### src/rtl/sdspi_pkg.sv
// ----------------------------------------------------------------------------
// SD SPI command engine package
// Shared types, codes and sizes for the command/response engine.
// ----------------------------------------------------------------------------
package sdspi_pkg;

    localparam int FRAME_BYTES   = 6;
    localparam int QUEUE_DEPTH_D = 2;

    // function codes of an input item
    localparam logic FUNC_CMD = 1'b0;
    localparam logic FUNC_RX  = 1'b1;

    // result kinds
    localparam logic OUT_FRAME = 1'b0;
    localparam logic OUT_RESP  = 1'b1;

    // expected response kinds
    localparam logic [2:0] RESP_R1  = 3'd0;
    localparam logic [2:0] RESP_R1B = 3'd1;
    localparam logic [2:0] RESP_R2  = 3'd2;
    localparam logic [2:0] RESP_R3  = 3'd3;
    localparam logic [2:0] RESP_R7  = 3'd4;

    // response status codes
    localparam logic [1:0] ST_OK      = 2'd0;
    localparam logic [1:0] ST_NORESP  = 2'd1;
    localparam logic [1:0] ST_INCOMPL = 2'd2;

    localparam logic [7:0]  FILL_BYTE = 8'hFF;
    localparam logic [31:0] FILL_WORD = 32'hFFFF_FFFF;

    // one classified item waiting for the back end
    typedef struct packed {
        logic                           is_cmd;
        logic [2:0]                     kind;
        logic [FRAME_BYTES-1:0][7:0]    frame;
        logic [7:0]                     rx_byte;
        logic                           last;
    } sdspi_entry_t;

    // queue head as seen by the back end
    typedef struct packed {
        logic         valid;
        sdspi_entry_t entry;
    } sdspi_head_t;

endpackage

### src/rtl/sdspi_if.sv
// ----------------------------------------------------------------------------
// SD SPI command engine channels
// Valid/ready channels for input items and result items.
// ----------------------------------------------------------------------------
interface sdspi_in_if;
    logic        valid;
    logic        ready;
    logic        func;
    logic [5:0]  cmd_index;
    logic [31:0] cmd_argument;
    logic [6:0]  cmd_crc7;
    logic [2:0]  resp_kind;
    logic [7:0]  rx_byte;
    logic        window_last;

    modport source (
        output valid, func, cmd_index, cmd_argument, cmd_crc7, resp_kind,
               rx_byte, window_last,
        input  ready
    );
    modport sink (
        input  valid, func, cmd_index, cmd_argument, cmd_crc7, resp_kind,
               rx_byte, window_last,
        output ready
    );
endinterface

interface sdspi_out_if;
    logic        valid;
    logic        ready;
    logic        out_kind;
    logic [7:0]  tx_byte;
    logic        tx_last;
    logic [7:0]  r1_status;
    logic [31:0] extra_word;
    logic [1:0]  resp_status;

    modport source (
        output valid, out_kind, tx_byte, tx_last, r1_status, extra_word,
               resp_status,
        input  ready
    );
    modport sink (
        input  valid, out_kind, tx_byte, tx_last, r1_status, extra_word,
               resp_status,
        output ready
    );
endinterface

### src/rtl/sdspi_front.sv
// ----------------------------------------------------------------------------
// SD SPI front end
// Accepts input items, classifies them and builds command frames.
// ----------------------------------------------------------------------------
module sdspi_front
    import sdspi_pkg::*;
(
    sdspi_in_if.sink     req,
    input  logic         full,
    output logic         push,
    output sdspi_entry_t push_entry
);

    assign req.ready = !full;
    assign push      = req.valid && !full;

    always_comb
    begin
        push_entry.is_cmd   = (req.func == FUNC_CMD);
        push_entry.kind     = req.resp_kind;
        // frame byte 0 goes first: start bit 0, transmission bit 1, index
        push_entry.frame[0] = {2'b01, req.cmd_index};
        push_entry.frame[1] = req.cmd_argument[31:24];
        push_entry.frame[2] = req.cmd_argument[23:16];
        push_entry.frame[3] = req.cmd_argument[15:8];
        push_entry.frame[4] = req.cmd_argument[7:0];
        push_entry.frame[5] = {req.cmd_crc7, 1'b1};
        push_entry.rx_byte  = req.rx_byte;
        push_entry.last     = req.window_last;
    end

endmodule

### src/rtl/sdspi_queue.sv
// ----------------------------------------------------------------------------
// SD SPI item queue
// Short first-in first-out queue between front and back ends.
// ----------------------------------------------------------------------------
module sdspi_queue
    import sdspi_pkg::*;
#(
    parameter int DEPTH = QUEUE_DEPTH_D
)
(
    input  logic         clk,
    input  logic         rst_n,
    input  logic         push,
    input  sdspi_entry_t push_entry,
    output logic         full,
    input  logic         pop,
    output sdspi_head_t  head
);

    localparam int PW = (DEPTH > 1) ? $clog2(DEPTH) : 1;
    localparam int CW = $clog2(DEPTH + 1);
    localparam logic [PW-1:0] LAST_PTR = PW'(DEPTH - 1);
    localparam logic [CW-1:0] DEPTH_C  = CW'(DEPTH);

    sdspi_entry_t  mem [DEPTH];
    logic [PW-1:0] wr_ptr_reg, wr_ptr_next;
    logic [PW-1:0] rd_ptr_reg, rd_ptr_next;
    logic [CW-1:0] count_reg, count_next;
    logic          do_push;
    logic          do_pop;

    assign full       = (count_reg == DEPTH_C);
    assign do_push    = push && !full;
    assign do_pop     = pop && (count_reg != '0);
    assign head.valid = (count_reg != '0);
    assign head.entry = mem[rd_ptr_reg];

    always_comb
    begin
        wr_ptr_next = wr_ptr_reg;
        rd_ptr_next = rd_ptr_reg;
        count_next  = count_reg;
        if (do_push)
        begin
            wr_ptr_next = (wr_ptr_reg == LAST_PTR) ? '0 : wr_ptr_reg + 1'b1;
        end
        if (do_pop)
        begin
            rd_ptr_next = (rd_ptr_reg == LAST_PTR) ? '0 : rd_ptr_reg + 1'b1;
        end
        if (do_push && !do_pop)
        begin
            count_next = count_reg + 1'b1;
        end
        else if (do_pop && !do_push)
        begin
            count_next = count_reg - 1'b1;
        end
    end

    always_ff @(posedge clk or negedge rst_n)
    begin
        if (!rst_n)
        begin
            wr_ptr_reg <= '0;
            rd_ptr_reg <= '0;
            count_reg  <= '0;
        end
        else
        begin
            wr_ptr_reg <= wr_ptr_next;
            rd_ptr_reg <= rd_ptr_next;
            count_reg  <= count_next;
        end
    end

    always_ff @(posedge clk)
    begin
        if (do_push)
        begin
            mem[wr_ptr_reg] <= push_entry;
        end
    end

endmodule

### src/rtl/sdspi_back.sv
// ----------------------------------------------------------------------------
// SD SPI back end
// Sends frame bytes, runs the response scan and holds the result register.
// ----------------------------------------------------------------------------
module sdspi_back
    import sdspi_pkg::*;
(
    input  logic         clk,
    input  logic         rst_n,
    input  sdspi_head_t  head,
    output logic         pop,
    sdspi_out_if.source  res
);

    localparam int BW = $clog2(FRAME_BYTES);
    localparam logic [BW-1:0] LAST_BYTE = BW'(FRAME_BYTES - 1);

    typedef enum logic [1:0] {
        PH_IDLE,
        PH_SEEK,
        PH_COLLECT,
        PH_DONE
    } phase_t;

    phase_t        phase_reg, phase_next, phase_upd;
    logic [2:0]    kind_reg, kind_next;
    logic [2:0]    need_reg, need_next, need_upd;
    logic [7:0]    r1_reg, r1_next, r1_upd;
    logic [31:0]   pay_reg, pay_next, pay_upd;
    logic [BW-1:0] byte_cnt_reg, byte_cnt_next;

    logic          out_valid_reg, out_valid_next;
    logic          out_kind_reg, out_kind_next;
    logic [7:0]    tx_byte_reg, tx_byte_next;
    logic          tx_last_reg, tx_last_next;
    logic [7:0]    r1s_reg, r1s_next;
    logic [31:0]   extra_reg, extra_next;
    logic [1:0]    status_reg, status_next;

    logic          out_free;
    logic [2:0]    extra_cnt;
    logic [31:0]   filled;
    sdspi_entry_t  e;

    assign e        = head.entry;
    assign out_free = !out_valid_reg || res.ready;

    // extra bytes that follow R1 for the armed kind
    always_comb
    begin
        unique case (kind_reg)
            RESP_R1B, RESP_R2: extra_cnt = 3'd1;
            RESP_R3, RESP_R7:  extra_cnt = 3'd4;
            default:           extra_cnt = 3'd0;
        endcase
    end

    // scan step for one received byte
    always_comb
    begin
        phase_upd = phase_reg;
        need_upd  = need_reg;
        r1_upd    = r1_reg;
        pay_upd   = pay_reg;
        unique case (phase_reg)
            PH_IDLE, PH_SEEK:
            begin
                if (e.rx_byte != FILL_BYTE)
                begin
                    r1_upd    = e.rx_byte;
                    need_upd  = extra_cnt;
                    pay_upd   = FILL_WORD;
                    phase_upd = (extra_cnt != 3'd0) ? PH_COLLECT : PH_DONE;
                end
                else
                begin
                    phase_upd = PH_SEEK;
                end
            end
            PH_COLLECT:
            begin
                pay_upd  = {pay_reg[23:0], e.rx_byte};
                need_upd = need_reg - 3'd1;
                if (need_reg == 3'd1)
                begin
                    phase_upd = PH_DONE;
                end
            end
            default:
            begin
                phase_upd = phase_reg;
            end
        endcase
    end

    // pad a cut-off response with filler bytes
    always_comb
    begin
        unique case (need_upd)
            3'd0:    filled = pay_upd;
            3'd1:    filled = {pay_upd[23:0], FILL_BYTE};
            3'd2:    filled = {pay_upd[15:0], FILL_WORD[15:0]};
            3'd3:    filled = {pay_upd[7:0], FILL_WORD[23:0]};
            default: filled = FILL_WORD;
        endcase
    end

    always_comb
    begin
        phase_next     = phase_reg;
        kind_next      = kind_reg;
        need_next      = need_reg;
        r1_next        = r1_reg;
        pay_next       = pay_reg;
        byte_cnt_next  = byte_cnt_reg;
        out_valid_next = out_valid_reg && !res.ready;
        out_kind_next  = out_kind_reg;
        tx_byte_next   = tx_byte_reg;
        tx_last_next   = tx_last_reg;
        r1s_next       = r1s_reg;
        extra_next     = extra_reg;
        status_next    = status_reg;
        pop            = 1'b0;

        if (head.valid && e.is_cmd)
        begin
            if (out_free)
            begin
                out_valid_next = 1'b1;
                out_kind_next  = OUT_FRAME;
                tx_byte_next   = e.frame[byte_cnt_reg];
                tx_last_next   = (byte_cnt_reg == LAST_BYTE);
                r1s_next       = '0;
                extra_next     = '0;
                status_next    = ST_OK;
                if (byte_cnt_reg == '0)
                begin
                    // arm a fresh scan for this command
                    kind_next  = e.kind;
                    phase_next = PH_SEEK;
                    need_next  = '0;
                    r1_next    = FILL_BYTE;
                    pay_next   = FILL_WORD;
                end
                if (byte_cnt_reg == LAST_BYTE)
                begin
                    byte_cnt_next = '0;
                    pop           = 1'b1;
                end
                else
                begin
                    byte_cnt_next = byte_cnt_reg + 1'b1;
                end
            end
        end
        else if (head.valid && (!e.last || out_free))
        begin
            pop        = 1'b1;
            phase_next = phase_upd;
            need_next  = need_upd;
            r1_next    = r1_upd;
            pay_next   = pay_upd;
            if (e.last)
            begin
                out_valid_next = 1'b1;
                out_kind_next  = OUT_RESP;
                tx_byte_next   = '0;
                tx_last_next   = 1'b0;
                if (phase_upd == PH_IDLE || phase_upd == PH_SEEK || kind_reg > RESP_R7)
                begin
                    r1s_next    = FILL_BYTE;
                    extra_next  = FILL_WORD;
                    status_next = ST_NORESP;
                end
                else
                begin
                    r1s_next    = r1_upd;
                    extra_next  = (kind_reg == RESP_R1) ? FILL_WORD : filled;
                    status_next = (phase_upd == PH_COLLECT) ? ST_INCOMPL : ST_OK;
                end
                // drop back to idle after each window
                phase_next = PH_IDLE;
                need_next  = '0;
                r1_next    = FILL_BYTE;
                pay_next   = FILL_WORD;
            end
        end
    end

    always_ff @(posedge clk or negedge rst_n)
    begin
        if (!rst_n)
        begin
            phase_reg     <= PH_IDLE;
            kind_reg      <= RESP_R1;
            need_reg      <= '0;
            r1_reg        <= FILL_BYTE;
            pay_reg       <= FILL_WORD;
            byte_cnt_reg  <= '0;
            out_valid_reg <= 1'b0;
        end
        else
        begin
            phase_reg     <= phase_next;
            kind_reg      <= kind_next;
            need_reg      <= need_next;
            r1_reg        <= r1_next;
            pay_reg       <= pay_next;
            byte_cnt_reg  <= byte_cnt_next;
            out_valid_reg <= out_valid_next;
        end
    end

    always_ff @(posedge clk)
    begin
        out_kind_reg <= out_kind_next;
        tx_byte_reg  <= tx_byte_next;
        tx_last_reg  <= tx_last_next;
        r1s_reg      <= r1s_next;
        extra_reg    <= extra_next;
        status_reg   <= status_next;
    end

    assign res.valid       = out_valid_reg;
    assign res.out_kind    = out_kind_reg;
    assign res.tx_byte     = tx_byte_reg;
    assign res.tx_last     = tx_last_reg;
    assign res.r1_status   = r1s_reg;
    assign res.extra_word  = extra_reg;
    assign res.resp_status = status_reg;

endmodule

### src/rtl/sd_spi_command_response_engine_unit.sv
// An accepted item passes the queue write and then the output register before its result
//   is presented; a stall at the output can hold it in between.
// Throughput: one received byte per cycle, but a window's last byte waits for a free output
//   register; frame bytes go out one by one through the back end's single output register.
// Input stays open while the queue has room, so up to QUEUE_DEPTH - 1 items wait behind a command.
// Reset: rst_n clears the queue, the scan state (idle, kind R1) and the output valid at once.
// ----------------------------------------------------------------------------
// SD SPI command/response engine
// Host side of the SD card SPI command exchange: frames commands and
// assembles R1, R1b, R2, R3 and R7 responses from received bytes.
// ----------------------------------------------------------------------------
module sd_spi_command_response_engine_unit
    import sdspi_pkg::*;
#(
    parameter int QUEUE_DEPTH = QUEUE_DEPTH_D
)
(
    input  logic        clk,
    input  logic        rst_n,
    sdspi_in_if.sink    req,
    sdspi_out_if.source res
);

    // front to queue
    logic         push;
    sdspi_entry_t push_entry;
    logic         full;

    // queue to back
    logic         pop;
    sdspi_head_t  head;

    // Front: classify each item and build the six frame bytes of a command.
    sdspi_front u_front (
        .req        (req),
        .full       (full),
        .push       (push),
        .push_entry (push_entry)
    );

    // Queue: decouple acceptance from the multi-cycle frame output.
    sdspi_queue #(
        .DEPTH (QUEUE_DEPTH)
    ) u_queue (
        .clk        (clk),
        .rst_n      (rst_n),
        .push       (push),
        .push_entry (push_entry),
        .full       (full),
        .pop        (pop),
        .head       (head)
    );

    // Back: emit frame bytes, advance the response scan, hold the result.
    sdspi_back u_back (
        .clk   (clk),
        .rst_n (rst_n),
        .head  (head),
        .pop   (pop),
        .res   (res)
    );

endmodule

### src/flat_wrapper.sv
// flat-port wrapper written by rule: the top's interface ports become plain ports
module sd_spi_command_response_engine_unit_flat import sdspi_pkg::*;
#(
    parameter int QUEUE_DEPTH = QUEUE_DEPTH_D
)
  (clk, rst_n, req_valid, req_func, req_cmd_index, req_cmd_argument, req_cmd_crc7, req_resp_kind, req_rx_byte, req_window_last, req_ready, res_valid, res_out_kind, res_tx_byte, res_tx_last, res_r1_status, res_extra_word, res_resp_status, res_ready);
  sdspi_in_if req_i ();
  sdspi_out_if res_i ();
  input  logic clk;
  input  logic rst_n;
  input wire logic [$bits(req_i.valid)-1:0] req_valid;
  input wire logic [$bits(req_i.func)-1:0] req_func;
  input wire logic [$bits(req_i.cmd_index)-1:0] req_cmd_index;
  input wire logic [$bits(req_i.cmd_argument)-1:0] req_cmd_argument;
  input wire logic [$bits(req_i.cmd_crc7)-1:0] req_cmd_crc7;
  input wire logic [$bits(req_i.resp_kind)-1:0] req_resp_kind;
  input wire logic [$bits(req_i.rx_byte)-1:0] req_rx_byte;
  input wire logic [$bits(req_i.window_last)-1:0] req_window_last;
  output wire logic [$bits(req_i.ready)-1:0] req_ready;
  output wire logic [$bits(res_i.valid)-1:0] res_valid;
  output wire logic [$bits(res_i.out_kind)-1:0] res_out_kind;
  output wire logic [$bits(res_i.tx_byte)-1:0] res_tx_byte;
  output wire logic [$bits(res_i.tx_last)-1:0] res_tx_last;
  output wire logic [$bits(res_i.r1_status)-1:0] res_r1_status;
  output wire logic [$bits(res_i.extra_word)-1:0] res_extra_word;
  output wire logic [$bits(res_i.resp_status)-1:0] res_resp_status;
  input wire logic [$bits(res_i.ready)-1:0] res_ready;
  assign req_i.valid = req_valid;
  assign req_i.func = req_func;
  assign req_i.cmd_index = req_cmd_index;
  assign req_i.cmd_argument = req_cmd_argument;
  assign req_i.cmd_crc7 = req_cmd_crc7;
  assign req_i.resp_kind = req_resp_kind;
  assign req_i.rx_byte = req_rx_byte;
  assign req_i.window_last = req_window_last;
  assign req_ready = req_i.ready;
  assign res_valid = res_i.valid;
  assign res_out_kind = res_i.out_kind;
  assign res_tx_byte = res_i.tx_byte;
  assign res_tx_last = res_i.tx_last;
  assign res_r1_status = res_i.r1_status;
  assign res_extra_word = res_i.extra_word;
  assign res_resp_status = res_i.resp_status;
  assign res_i.ready = res_ready;
  sd_spi_command_response_engine_unit #(.QUEUE_DEPTH(QUEUE_DEPTH)) u_core (.clk(clk), .rst_n(rst_n), .req(req_i), .res(res_i));
endmodule
### config.mk
export PLATFORM = sky130hd
export DESIGN_NAME = sd_spi_command_response_engine_unit_flat
export DESIGN_NICKNAME = d
export VERILOG_FILES = /design/src/rtl/sdspi_pkg.sv /design/src/rtl/sdspi_if.sv /design/src/rtl/sdspi_front.sv /design/src/rtl/sdspi_queue.sv /design/src/rtl/sdspi_back.sv /design/src/rtl/sd_spi_command_response_engine_unit.sv /design/src/flat_wrapper.sv
export SDC_FILE = /design/constraint.sdc
export NUM_CORES = 1
export LEC_CHECK = 0
export ABC_AREA = 1
export BUFFER_PORTS_ARGS = -buffer_cell sky130_fd_sc_hd__buf_2
export CELL_PAD_IN_SITES_DETAIL_PLACEMENT = 0
export CELL_PAD_IN_SITES_GLOBAL_PLACEMENT = 1
export CORE_MARGIN = 4
export CORE_UTILIZATION = 32
export DETAILED_ROUTE_END_ITERATION = 10
export GPL_ROUTABILITY_DRIVEN = 1
export PLACE_DENSITY_LB_ADDON = 0.1
export SLEW_MARGIN = 20
export SYNTH_ARGS = -nofsm -noshare
export SYNTH_HDL_FRONTEND = slang
export SYNTH_SLANG_ARGS = --single-unit
### constraint.sdc
create_clock -name clk -period 4.15 [get_ports clk]
set_input_delay 0.6225 -clock clk [delete_from_list [all_inputs] [get_ports clk]]
set_output_delay 0.6225 -clock clk [all_outputs]
set_load 0.005 [all_outputs]
Yosys cells after proc, flatten, opt, wreduce, memory -nomap -nowiden
Memory sizes are Yosys's and may differ from the RTL's. Index checks and enable logic that the tools add are counted.

Latch bits: 0. Memories kept: 1. Input port bits: 62. Memory bits (writable): 116. Output and inout port bits: 54. Register bits: 108. Word-level logic and storage cells: 156. Memory bits (read-only): 0.

Memory list: u_core.u_queue.mem (words 2, width 58, rd ports 1, clocked after memory_dff 0, wr ports 1, RTL line sdspi_queue.sv:25) `sdspi_entry_t mem [DEPTH];`.

Order comparisons: 2. Shifts and indexed selects: 0. Multipliers: 0. Mux-type cells: 78. Bitwise logic cells: 1. $add $sub $neg: 6. Reduce and logical (&&, ||, !) cells: 35. Div/mod/pow operators: 0. Equality and inequality tests: 17.

Operators by type and width (number): 2-to-1 mux 32 bit (12); 2-to-1 mux 8 bit (17); case mux 32 bit (4 select lines) (1); case mux 32 bit (2 select lines) (1); 2-to-1 mux 2 bit (15); binary-select mux 8 bit (select 3 bit) (1); 2-to-1 mux 1 bit (21); 2-to-1 mux 3 bit (7); equality test 3 x 2 -> 1 bit (second input constant) (4); case mux 3 bit (2 select lines) (2); equality test 3 x 1 -> 1 bit (second input constant) (3); logical NOT 3 bit (3); AND reduction 3 bit (3); logical AND 1 bit (8); inequality test 8 bit (second input constant) (1); nonzero test 2 bit (4); equality test 2 bit (second input constant) (3); equality test 3 bit (second input constant) (2); logical NOT 1 bit (6); OR reduction 2 bit (3); equality test 2 x 1 -> 1 bit (second input constant) (2); logical NOT 2 bit (2); logical OR 1 bit (4); < comparator 3 x 4 -> 1 bit (second input constant) (1); 12 further kinds (13).

Depth between registers and ports, before layout
Gate-level depths: netlist (run 1).

Word-level depth: 14. Mapped depth: 19. Gate-level depth less buffers: 16.

Hierarchy
A second synthesis (run 1) with hierarchy kept.

Cells, all modules: 1103. Area, all modules: 10971.8 um^2.

Modules (own cells, without submodules): sdspi_back (cells each 687, times used 1, seq. area each 2912.8 um^2, area each 5784.3 um^2); sdspi_queue (cells each 350, times used 1, seq. area each 3763.6 um^2, area each 4712.0 um^2); sdspi_front (cells each 66, times used 1, seq. area each 0.0 um^2, area each 475.5 um^2).

Least setup slack after synthesis (run 1)
No wires, ideal clock.

Kind: register -> register. From: register u_core.u_queue.rd_ptr_reg. To: register u_core.u_back.extra_reg[0], in the netlist u_core.u_back.res.extra_word[0], enable pin. Library setup time: 0.462 ns. Stages on the path, launching flop included: 7. Buffers on the path: 1. Setup slack: 0.493 ns. Period minus slack after synthesis: 3.657 ns. Arrival: 3.196 ns. Data required time: 3.688 ns. Cell sequence: dfrtp_1 > inv_2 > buf_4 > or2_1 > o21a_1 > o21ai_0 > nor2_1.

Word-level cells in the longest chain between the ends: 6. Elaborated cells between the ends (all ways): 9. Classes of those cells: eq/ne (1); reduce/logical (7); memory (1).

Ends and longest elaborated chain: start, declared (RTL line sdspi_queue.sv:27) `logic [PW-1:0] rd_ptr_reg, rd_ptr_next;`; start signal, assigned (RTL line sdspi_queue.sv:72) `rd_ptr_reg <= rd_ptr_next;`; memory (2 x 58 bit) (*); logical NOT 1 bit (RTL line sdspi_back.sv:156) `else if (head.valid && (!e.last || out_free))`; logical OR 1 bit (RTL line sdspi_back.sv:156); logical AND 1 bit (RTL line sdspi_back.sv:156); nonzero test 2 bit (no source line); AND reduction 3 bit (no source line) (*); end signal, assigned (RTL line sdspi_back.sv:220) `extra_reg <= extra_next;`; end, declared (RTL line sdspi_back.sv:37) `logic [31:0] extra_reg, extra_next;`.

Every way passes the cells marked *; elsewhere a longest branch is shown, timed or not. A chain may end at the register's enable or synchronous reset.

Final worst setup path (run 1)
From: register u_core.u_queue.rd_ptr_reg. To: register u_core.u_queue.count_reg[1].

Word-level cells in the longest chain between the ends: 10. Elaborated cells between the ends (all ways): 13. Classes of those cells: mux (3); reduce/logical (9); memory (1).

Ends and longest elaborated chain: memory (2 x 58 bit) (*); logical NOT 1 bit (RTL line sdspi_back.sv:156); logical OR 1 bit (RTL line sdspi_back.sv:156); logical AND 1 bit (RTL line sdspi_back.sv:156); 2-to-1 mux 1 bit (RTL line sdspi_back.sv:156); 2-to-1 mux 1 bit (*) (RTL line sdspi_back.sv:125) `if (head.valid && e.is_cmd)`; logical AND 1 bit (*) (RTL line sdspi_queue.sv:34) `assign do_pop = pop && (count_reg != '0);`; logical NOT 1 bit (RTL line sdspi_queue.sv:51) `if (do_push && !do_pop)`; logical AND 1 bit (RTL line sdspi_queue.sv:51); 2-to-1 mux 2 bit / nonzero test 2 bit (equally long branches); end signal, assigned (RTL line sdspi_queue.sv:73) `count_reg <= count_next;`; end, declared (RTL line sdspi_queue.sv:28) `logic [CW-1:0] count_reg, count_next;`.

Marked as above.

==> out/metrics.csv, run 1 <==
stage;metric;value;unit
status;status;finished clean;
worst_setup_path;cp.required;4.58;ns
yosys;ys_ff_latch;224;
yosys;yosysSeqAreaShare;64.79;%
cts;cts_setup_buffers;0;
place;numPortBuffers;115;
yosys;avgSynthCellArea;10.23;um2
pwr;combPwrFrac;41.8;%
cts;cts_tree;built;
final_layout;area_growth;20.65;%
worst_setup_path;worstSetupPathType;reg -> reg;
global_route;grt_pass1_vias;7137;
die;die_width;185.0;um
sta;fmax;330.2;MHz
yosys;synth-main-ff-cell;edfxtp_1;
die;initial_utilization;32.60;%
sta;post-route-min-period;3.029;ns
pwr;internal_power;6535;uW
die;rows;64;
worst_setup_path;crit_fanout;50;
drt;dr.pass1.iters;5;
final_layout;finalInstanceArea;12100;um2
drt;routedWlPerCell;18.36;um
final_layout;drive_above_1_share;22.13;%
global_route;antenna_found_initial;0;
pwr;swShare;40.65;%
cts;clock-sinks;224;
global_route;grt_start_max_net_pins;51;
drt;drc;0;
pwr;p_leak;0.004757;uW
sta;finalSetupViolCount;0;
final_layout;largest_reg_flops;116;
global_route;grt_pass1_wl;42640;um
cts;insertion_delay;0.54;ns
yosys;synthCells;980;
worst_setup_path;cp-end-kind;register;
global_route;grt_overflow;0;
yosys;synthDistinctLibCells;39;
sta;tns;0;ns
hold_path;min_path_type;in -> reg;
flow_run;maxCapViolCount;0;
place;dp_hpwl;18740;um
cts;cts_buffers;27;
pwr;p_sw;4477;uW
die;core;30750;um2
sta;period_share;72.98;%
worst_setup_path;worstPathArrival;3.46;ns
drt;wl;27760;um
final_layout;num-fill-cells;3134;
sta;max-slew-margin-rel;49.08;%
yosys;synth_nets;1045;
place;place_ws;1.057;ns
final_layout;nets;1160;
sta;worst-slew-pin-transition;0.7619;ns
worst_setup_path;worst_setup_path_start_kind;register;
yosys;yosysWarnings;0;
yosys;async_reset_ff_share;25.00;%
die;io_pins;116;
sta;rsz0062_at_grt;false;
final_layout;num_antenna_cells;0;
cts;htree_levels;1;
cts;clockBufferDepth;3;
yosys;synth-edff-count;168;
final_layout;layout_commonest_cell;edfxtp_1;
sta;final-max-slew-violation-count;0;
place;place_area;11050;um2
cts;cts_root_buffer;clkbuf_16;
yosys;synth_area;10030;um2
drt;antenna_left;0;
place;dp_cells;1462;
die;die_y;185.0;um
final_layout;fin_cells;1512;
sta;hold_violations;0;
cts;clk_pin_slew_worst_paths;0.06;ns
place;gp_congestion;0.7947;
drt;vias_per_cell;4.833;
drt;vias;7307;
cts;postCtsHoldBufs;0;
pwr;power;11010;uW
die;die_area;34230;um2
sta;clock_skew;0.01144;ns
drt;drt_iter0_markers;438;
final_layout;final_cell_mix;edfxtp_1, nand2_1, nor2_1;
pwr;p_seq_share;33.5;%
global_route;grt_use_total;16.00;%
pwr;power.density;910.3;nW/um2
pwr;ir_worst_vdd;319.3;uV
sta;worst_slack;1.121;ns
cts;post_cts_resized;0;
pwr;pwr-share-clk;24.8;%
-- through the flow --
step | util [%] | hold slack, ns
3_3_place_gp | 35.93 | 0.4930
3_5_place_dp | 35.93 | 0.4931
6_report | 39.34 | 0.2682
2_1_floorplan | - | 0.3269
4_1_cts | 39.34 | 0.2387
5_1_grt | 39.34 | 0.2424
-- synthesized netlist by cell type, drive strengths merged (10+ instances only) --
cell,n,share of area (%)
edfxtp,168,50
nand2,165,6.4
nor2,143,5.9
inv,101,3.8
o21ai,79,4.0
nand3,65,3.4
o22ai,51,3.2
a21oi,46,2.3
dfstp,40,10
clkbuf,30,1.1
buf,21,1.2
dfrtp,16,4.0
a31oi,12,0.75
nand4,10,0.62
-- kinds of logic (layout without fill, tap and decap cells) --
logic type | Yosys count | in the layout | synth area share, %
AO/OA/AOI/OAI | 200 | 200 | 11.18
adder cells (fa/ha/maj) | 3 | 3 | 0.3744
AND/OR/NAND/NOR | 396 | 396 | 17.11
flip-flops | 224 | 224 | 64.79
buffers and inverters | 153 | 289 | 6.190
XOR/XNOR | 4 | 4 | 0.3495
-- per-layer routing --
metal  global-route usage (%)  part of all wire, %
met1                    23.86                   48
met2                    24.91                   45
met3                    2.317                  5.3
met4                    3.523                  1.8
met5                        0                    0
-- power by group through the flow --
stage	combinational [uW]	sequential, uW	clock (uW)
after floorplan	3090	3710	0
after global placement	4670	3740	0
after detailed placement	4630	3740	0
after CTS	4650	3700	2800
after global routing	5220	3750	2890
final	4600	3680	2730
-- area by class of cell --
class	count	area, um2	share of cell area (%)
clock buffer	30	696.9	5.761
clock inverter	20	351.6	2.906
multi-input combinational	603	2932	24.23
inverter	102	382.9	3.165
sequential	224	6497	53.71
timing repair buffer	137	740.7	6.123
tap	396	495.5	4.096
-- worst paths after layout --
kind,from,depth (start not counted),slack [ns],end
min in group asynchronous,rst_n,1,0.41,u_core.u_back.pay_reg[28]$_DFFE_PN1P_
setup reg to reg,u_core.u_queue.rd_ptr_reg$_DFFE_PN0P_,12,1.12,u_core.u_queue.count_reg[1]$_DFFE_PN0P_
hold / removal,req_resp_kind[0],1,0.27,u_core.u_queue.mem[1][54]$_DFFE_PP_
setup / recovery,u_core.u_queue.rd_ptr_reg$_DFFE_PN0P_,12,1.12,u_core.u_queue.count_reg[1]$_DFFE_PN0P_
hold reg to reg,u_core.u_queue.count_reg[0]$_DFFE_PN0P_,1,0.50,u_core.u_queue.count_reg[0]$_DFFE_PN0P_
max in group asynchronous,rst_n,2,3.13,u_core.u_queue.rd_ptr_reg$_DFFE_PN0P_
-- critical path: stages, from the launching register on --
cell     delay, ns
dfrtp_2       0.46
inv_2         0.14
buf_4         0.48
nand2_1       0.10
nand2_1       0.10
nand2_1       0.32
nand2_1       0.31
inv_1         0.09
a21oi_1       0.24
ha_1          0.31
a21oi_1       0.12
o21ai_0       0.11
xnor2_1       0.13
Note: power is estimated with default switching activity, not from simulation.
==> inputs of run 2 (changes only) <==
==> constraint.sdc (replaced) <==
create_clock -name clk -period 3.15 [get_ports clk]
set_input_delay 0.4725 -clock clk [delete_from_list [all_inputs] [get_ports clk]]
set_output_delay 0.4725 -clock clk [all_outputs]
set_load 0.005 [all_outputs]
==> out/metrics.csv, run 2 (synthesis results as in run 1) <==
stage;metric;value;unit;change
final_layout;area_growth;20.94;%;was 20.65%
cts;cts_tree;built;;unchanged
pwr;swShare;40.98;%;was 40.65%
cts;clock-sinks;224;;unchanged
worst_setup_path;crit_buf_inv;2;;was 3
sta;period_share;88.71;%;was 72.98%
final_layout;layout_commonest_cell;edfxtp_1;;unchanged
sta;hold_violations;0;;unchanged
drt;vias_per_cell;4.814;;was 4.833
drt;drt_iter0_markers;534;;was 438
final_layout;drive_above_1_share;22.39;%;was 22.13%
global_route;grt_overflow;0;;unchanged
cts;insertion_delay;0.53;ns;was 0.54 ns
cts;cts_root_buffer;clkbuf_16;;unchanged
sta;clock_skew;0.01610;ns;was 0.01144 ns
sta;tns;0;ns;unchanged
sta;worst-slew-pin-transition;0.8621;ns;was 0.7619 ns
worst_setup_path;slowest_delay;0.52;ns;was 0.48 ns
status;status;finished clean;;unchanged
final_layout;num_antenna_cells;0;;unchanged
final_layout;fin_cells;1517;;was 1512
pwr;pwr-share-clk;22.6;%;was 24.8%
worst_setup_path;worst_setup_path_start_kind;register;;unchanged
global_route;grt_pass1_vias;7366;;was 7137
worst_setup_path;crit_chain;inv_2, nand2_1, nand2_1, nand2_1, nor2_1, nand2_1, nand2_1, nand3_1, nand2_2, buf_4, nor2_4, nand3_1, nand3_1, nor2_1, nor2_1;;was inv_2, buf_4, nand2_1, nand2_1, nand2_1, nand2_1, inv_1, a21oi_1, ha_1, a21oi_1, o21ai_0, xnor2_1
drt;antenna_left;0;;unchanged
die;die_area;34230;um2;unchanged
flow_run;maxCapViolCount;0;;unchanged
die;die_width;185.0;um;unchanged
global_route;grt_start_max_net_pins;59;;was 51
hold_path;min_path_type;in -> async;;was in -> reg
sta;fmax;357.9;MHz;was 330.2 MHz
drt;routedWlPerCell;18.42;um;was 18.36 um
die;rows;64;;unchanged
cts;htree_levels;1;;unchanged
global_route;grt_use_total;16.34;%;was 16.00%
pwr;ir_worst_vdd;549.7;uV;was 319.3 uV
die;core;30750;um2;unchanged
sta;finalSetupViolCount;0;;unchanged
place;dp_cells;1469;;was 1462
place;dp_hpwl;18910;um;was 18740 um
drt;dr.pass1.iters;5;;unchanged
die;die_y;185.0;um;unchanged
worst_setup_path;crit_family;simple AND/OR/NAND/NOR gates;;unchanged
pwr;combPwrFrac;43.9;%;was 41.8%
drt;wl;27940;um;was 27760 um
pwr;power.density;1189;nW/um2;was 910.3 nW/um2
final_layout;final_cell_mix;edfxtp_1, nand2_1, nor2_1;;unchanged
sta;rsz0062_at_grt;false;;unchanged
place;gp_congestion;0.7867;;was 0.7947
cts;clockBufferDepth;3;;unchanged
worst_setup_path;crit_slowest_cell;nor2_4;;was buf_4
final_layout;nets;1166;;was 1160
cts;postCtsHoldBufs;0;;unchanged
sta;final-max-slew-violation-count;0;;unchanged
worst_setup_path;cp-end-kind;register;;unchanged
cts;cts_buffers;26;;was 27
cts;post_cts_resized;0;;unchanged
pwr;p_leak;0.004777;uW;was 0.004757 uW
worst_setup_path;cp.required;3.53;ns;was 4.58 ns
pwr;internal_power;8511;uW;was 6535 uW
cts;cts_setup_buffers;0;;unchanged
worst_setup_path;worstPathArrival;3.17;ns;was 3.46 ns
sta;post-route-min-period;2.794;ns;was 3.029 ns
pwr;p_sw;5910;uW;was 4477 uW
worst_setup_path;worstSetupPathType;reg -> reg;;unchanged
place;numPortBuffers;115;;unchanged
pwr;p_seq_share;33.5;%;about the same
drt;drc;0;;unchanged
cts;clk_pin_slew_worst_paths;0.06;ns;about the same
final_layout;largest_reg_flops;116;;unchanged
worst_setup_path;timing.critical_path.mode_cell;nand2_1;;unchanged
die;io_pins;116;;unchanged
worst_setup_path;crit_fanout;24;;was 50
global_route;antenna_found_initial;0;;unchanged
global_route;grt_pass1_wl;43560;um;was 42640 um
drt;vias;7303;;was 7307
sta;max-slew-margin-rel;42.53;%;was 49.08%
die;initial_utilization;32.60;%;unchanged
[run 2: worst reg2reg max path, stage by stage, from the launching register on]
cell,delay (ns)
dfrtp_2,0.45
inv_2,0.11
nand2_1,0.13
nand2_1,0.06
nand2_1,0.06
nor2_1,0.05
nand2_1,0.07
nand2_1,0.26
nand3_1,0.19
nand2_2,0.08
buf_4,0.20
nor2_4,0.52
nand3_1,0.16
nand3_1,0.16
nor2_1,0.06
nor2_1,0.08
[run 2: power by group through the flow]
stage	clock [uW]	sequential (uW)	combinational, uW
finish	3260	4830	6330
global route	3490	4920	7140
CTS	3350	4850	6420
detailed placement	0	4900	6400
global placement	0	4890	6450
floorplan	0	4860	4080
[run 2: final timing paths]
check / startpoint / endpoint / slack, ns / cells after the start
min: rst_n / u_core.u_back.need_reg[2]$_DFFE_PN0P_ / 0.06 / 1
max: u_core.u_queue.rd_ptr_reg$_DFFE_PN0P_ / u_core.u_back.res.extra_word[28]$_SDFFCE_PP0P_ / 0.36 / 15
max reg2reg: u_core.u_queue.rd_ptr_reg$_DFFE_PN0P_ / u_core.u_back.res.extra_word[28]$_SDFFCE_PP0P_ / 0.36 / 15
max in group asynchronous: rst_n / u_core.u_back.pay_reg[24]$_DFFE_PN1P_ / 2.29 / 2
min reg2reg: u_core.u_queue.count_reg[0]$_DFFE_PN0P_ / u_core.u_queue.count_reg[0]$_DFFE_PN0P_ / 0.50 / 1
min in group clk: req_cmd_index[0] / u_core.u_queue.mem[0][9]$_DFFE_PP_ / 0.13 / 1
[run 2: final cells by class]
cell class | count | area [um2]
Fill cell | 3080 | 18620
Sequential cell | 224 | 6497
Multi-Input combinational cell | 603 | 2932
Timing Repair Buffer | 144 | 880.8
Clock buffer | 28 | 679.4
Tap cell | 396 | 495.5
Inverter | 102 | 382.9
Clock inverter | 20 | 257.7
[run 2: stage by stage]
stage | cell area, um2 | hold WS (ns) | power (uW) | utilization (%) | worst slack, ns
floorplan | 10030 | 0.1769 | 8940 | - | 0.3460
global placement | 11190 | 0.4951 | 11340 | 36.39 | 0.3899
detailed placement | 11190 | 0.4985 | 11300 | 36.39 | 0.3646
CTS | 12130 | 0.06700 | 14620 | 39.43 | 0.3492
global route | 12130 | 0.1035 | 15560 | 39.43 | 0.03649
finish | 12130 | 0.05503 | 14420 | 39.43 | 0.3557
[run 2: per-layer routing]
metal	up-vias	part of all wire (%)	global-route usage [%]	wire [um]
li1	3612	-	-	-
met1	3467	47	23.75	13200
met2	194	46	26.33	12890
met3	30	4.9	2.219	1359
met4	0	1.7	3.435	484
met5	-	0	0	0
==> inputs of run 3 (changes only) <==
--- a/config.mk
+++ b/config.mk
@@ -14,7 +14,9 @@
 export DETAILED_ROUTE_END_ITERATION = 10
 export GPL_ROUTABILITY_DRIVEN = 1
 export PLACE_DENSITY_LB_ADDON = 0.1
+export REMOVE_ABC_BUFFERS = 1
 export SLEW_MARGIN = 20
 export SYNTH_ARGS = -nofsm -noshare
 export SYNTH_HDL_FRONTEND = slang
+export SYNTH_HIERARCHICAL = 1
 export SYNTH_SLANG_ARGS = --single-unit
==> out/metrics.csv, run 3 <==
stage;metric;value;unit;change
sta;clock_skew;0.01800;ns;was 0.01610 ns
die;die_y;193.2;um;was 185.0 um
final_layout;drive_above_1_share;23.08;%;was 22.39%
final_layout;area_growth;14.44;%;was 20.94%
pwr;p_seq_share;34.6;%;was 33.5%
pwr;p_leak;0.005051;uW;was 0.004777 uW
worst_setup_path;slowest_delay;0.52;ns;about the same
worst_setup_path;timing.critical_path.mode_cell;nand2_1;;unchanged
yosys;yosysWarnings;6;;was 0
worst_setup_path;crit_slowest_cell;dfrtp_2;;was nor2_4
global_route;antenna_found_initial;1;;was 0
worst_setup_path;worstSetupPathType;reg -> reg;;unchanged
pwr;pwr-share-clk;22.7;%;was 22.6%
pwr;power.density;1148;nW/um2;was 1189 nW/um2
sta;hold_violations;0;;unchanged
sta;finalSetupViolCount;0;;unchanged
global_route;grt_use_total;15.36;%;was 16.34%
yosys;synth-edff-count;174;;was 168
sta;max-slew-margin-rel;46.04;%;was 42.53%
place;numPortBuffers;115;;unchanged
cts;clockBufferDepth;3;;unchanged
yosys;yosysMostFrequentCell;nand2_1;;was edfxtp_1
yosys;ys_ff_latch;230;;was 224
drt;drc;0;;unchanged
sta;fmax;342.0;MHz;was 357.9 MHz
worst_setup_path;worst_setup_path_start_kind;register;;unchanged
cts;cts_root_buffer;clkbuf_16;;unchanged
worst_setup_path;setup.worst_path.start;u_core/u_queue/rd_ptr_reg$_DFFE_PN0P_;;was u_core.u_queue.rd_ptr_reg$_DFFE_PN0P_
sta;post-route-min-period;2.924;ns;was 2.794 ns
final_layout;fin_util;37.26;%;was 39.43%
global_route;grt_pass1_vias;7708;;was 7366
yosys;async_reset_ff_share;24.35;%;was 25.00%
place;dp_cells;1584;;was 1469
hold_path;min_path_type;in -> async;;unchanged
pwr;ir_worst_vdd;658.3;uV;was 549.7 uV
worst_setup_path;worstPathArrival;3.18;ns;was 3.17 ns
yosys;avgSynthCellArea;9.947;um2;was 10.23 um2
final_layout;layout_commonest_cell;nand2_1;;was edfxtp_1
final_layout;largest_reg_flops;122;;was 116
global_route;grt_overflow;0;;unchanged
cts;insertion_delay;0.55;ns;was 0.53 ns
yosys;synth_commonest_cells;nand2_1, edfxtp_1, nor2_1;;was edfxtp_1, nand2_1, nor2_1
worst_setup_path;cp.required;3.41;ns;was 3.53 ns
cts;cts_buffers;27;;was 26
sta;worst-slew-pin-transition;0.8094;ns;was 0.8621 ns
drt;wl;28400;um;was 27940 um
worst_setup_path;reg2reg_to;u_core/u_back/res.extra_word[14]$_SDFFCE_PP0P_;;was u_core.u_back.res.extra_word[28]$_SDFFCE_PP0P_
final_layout;fin_cells;1635;;was 1517
cts;clk_pin_slew_worst_paths;0.06;ns;about the same
global_route;grt_start_max_net_pins;62;;was 59
worst_setup_path;r2r.worst_path.cells;14;;was 15
yosys;synthTopCellsByArea;edfxtp_1, nand2_1, dfstp_2, buf_4, dfrtp_1;;was edfxtp_1, dfstp_2, nand2_1, nor2_1, dfrtp_1
pwr;combPwrFrac;42.8;%;was 43.9%
worst_setup_path;crit_fanout;29;;was 24
final_layout;final_cell_mix;nand2_1, edfxtp_1, buf_2;;was edfxtp_1, nand2_1, nor2_1
final_layout;nets;1231;;was 1166
sta;rsz0062_at_grt;true;;was false
drt;vias_per_cell;4.600;;was 4.814
yosys;synth.largest_area_cell;edfxtp_1;;unchanged
cts;clock-sinks;230;;was 224
sta;final-max-slew-violation-count;0;;unchanged
global_route;grt_pass1_wl;44880;um;was 43560 um
flow_run;maxCapViolCount;0;;unchanged
worst_setup_path;crit_chain;inv_6, nand2_1, nand2_1, nand2_1, nor2_2, nand2_2, nand2_4, buf_4, nand2_1, nand3_4, nor2_8, nand2_2, a21oi_1, a21oi_1;;was inv_2, nand2_1, nand2_1, nand2_1, nor2_1, nand2_1, nand2_1, nand3_1, nand2_2, buf_4, nor2_4, nand3_1, nand3_1, nor2_1, nor2_1
worst_setup_path;path_depth;14;;was 15
yosys;synthCells;1103;;was 980
cts;htree_levels;1;;unchanged
die;die_area;37310;um2;was 34230 um2
worst_setup_path;crit_family;simple AND/OR/NAND/NOR gates;;unchanged
worst_setup_path;reg2reg_slack;0.23;ns;was 0.36 ns
yosys;synth-main-ff-cell;edfxtp_1;;unchanged
die;io_pins;116;;unchanged
drt;antenna_left;0;;unchanged
place;gp_congestion;0.8027;;was 0.7867
place;dp_hpwl;18640;um;was 18910 um
pwr;internal_power;8509;uW;was 8511 uW
die;initial_utilization;32.56;%;was 32.60%
worst_setup_path;r2r-start;u_core/u_queue/rd_ptr_reg$_DFFE_PN0P_;;was u_core.u_queue.rd_ptr_reg$_DFFE_PN0P_
status;status;finished clean;;unchanged
die;die_width;193.2;um;was 185.0 um
worst_setup_path;cp-end-kind;register;;unchanged
final_layout;num_antenna_cells;0;;unchanged
die;core;33700;um2;was 30750 um2
drt;drt_iter0_markers;381;;was 534
yosys;synthDistinctLibCells;46;;was 39
pwr;p_sw;5907;uW;was 5910 uW
drt;routedWlPerCell;17.37;um;was 18.42 um
yosys;yosysSeqAreaShare;60.85;%;was 64.79%
worst_setup_path;crit_end;u_core/u_back/res.extra_word[14]$_SDFFCE_PP0P_;;was u_core.u_back.res.extra_word[28]$_SDFFCE_PP0P_
yosys;synthDominantCellAreaShare;47.62;%;was 50.32%
pwr;swShare;40.98;%;about the same
cts;postCtsHoldBufs;0;;unchanged
sta;period_share;92.84;%;was 88.71%
cts;cts_tree;built;;unchanged
yosys;synth_area;10970;um2;was 10030 um2
worst_setup_path;crit_buf_inv;2;;unchanged
die;rows;67;;was 64
drt;vias;7521;;was 7303
drt;dr.pass1.iters;5;;unchanged
## run 3: changes by cell type after synthesis, sizes merged, moves of 6 or more
cell	delta
nand2	+156
a31oi	-6
nor2	-24
a21oi	-6
mux2i	+7
o22ai	-15
o21ai	-63
edfxtp	+6
and2	-6
buf	+71
clkbuf	-16
a22oi	+8
## run 3: repair_timing
action                                  in CTS  in global routing
endpoints found under the setup margin       0                 10
resized for setup                            0                  2
setup buffers                                0                  0
## run 3: how the worst min path moves through the flow
stage / slack [ns] / end
floorplan: 0.18 / u_core/u_back/byte_cnt_reg[0]$_DFFE_PN0P_
global placement: 0.46 / u_core/u_queue/count_reg[1]$_DFFE_PN0P_
detailed placement: 0.46 / u_core/u_queue/count_reg[1]$_DFFE_PN0P_
CTS: 0.02 / u_core/u_back/phase_reg[0]$_DFFE_PN0P_
global route: 0.05 / u_core/u_back/phase_reg[0]$_DFFE_PN0P_
finish: 0.02 / u_core/u_back/phase_reg[0]$_DFFE_PN0P_
## run 3: layout make-up
type / instances / area (um2)
inverters: 103 / 394.1
fillers: 3457 / 21140
clock buffers: 38 / 798.3
multi-input cells: 666 / 3183
clock inverters: 12 / 152.6
flip-flops and latches: 230 / 6678
well taps: 448 / 560.5
repair buffers: 138 / 789.5
## run 3: power groups by stage
stage	Sequential, uW	Combinational [uW]	Clock (uW)
after floorplan	5100	3750	0
after detailed placement	5050	6220	0
after global placement	5060	6260	0
after global routing	5080	7010	3540
final	4980	6160	3270
after CTS	5000	6240	3390
## run 3: logic make-up after synthesis
kind of cell | after synthesis | synth area share [%]
AND/OR/NAND/NOR | 529 | 20.72
adder cells (fa/ha/maj) | 3 | 0.3422
flip-flops | 230 | 60.85
XOR/XNOR | 1 | 0.07984
buffers and inverters | 209 | 10.39
multiplexers | 9 | 0.8439
AO/OA/AOI/OAI | 120 | 6.706
other | 2 | 0.06845
## run 3: metrics by stage
step | TNS, ns | total power [uW] | hold slack [ns] | area, um2 | worst slack (ns)
floorplan | -97.30 | 8841 | 0.1769 | 10230 | -1.124
global placement | 0 | 11320 | 0.4574 | 11580 | 0.1942
detailed placement | 0 | 11270 | 0.4649 | 11580 | 0.1595
CTS | 0 | 14630 | 0.01731 | 12540 | 0.1437
global route | -0.02118 | 15620 | 0.05217 | 12560 | -0.01758
finish | 0 | 14420 | 0.01606 | 12560 | 0.2256
## run 3: metal layers
layer	vias to the layer above	track usage, %	routed length [um]
met1	3540	20.85	12840
met5	-	0	13
met2	169	25.61	13450
li1	3761	-	-
met4	2	4.657	833
met3	49	2.305	1256
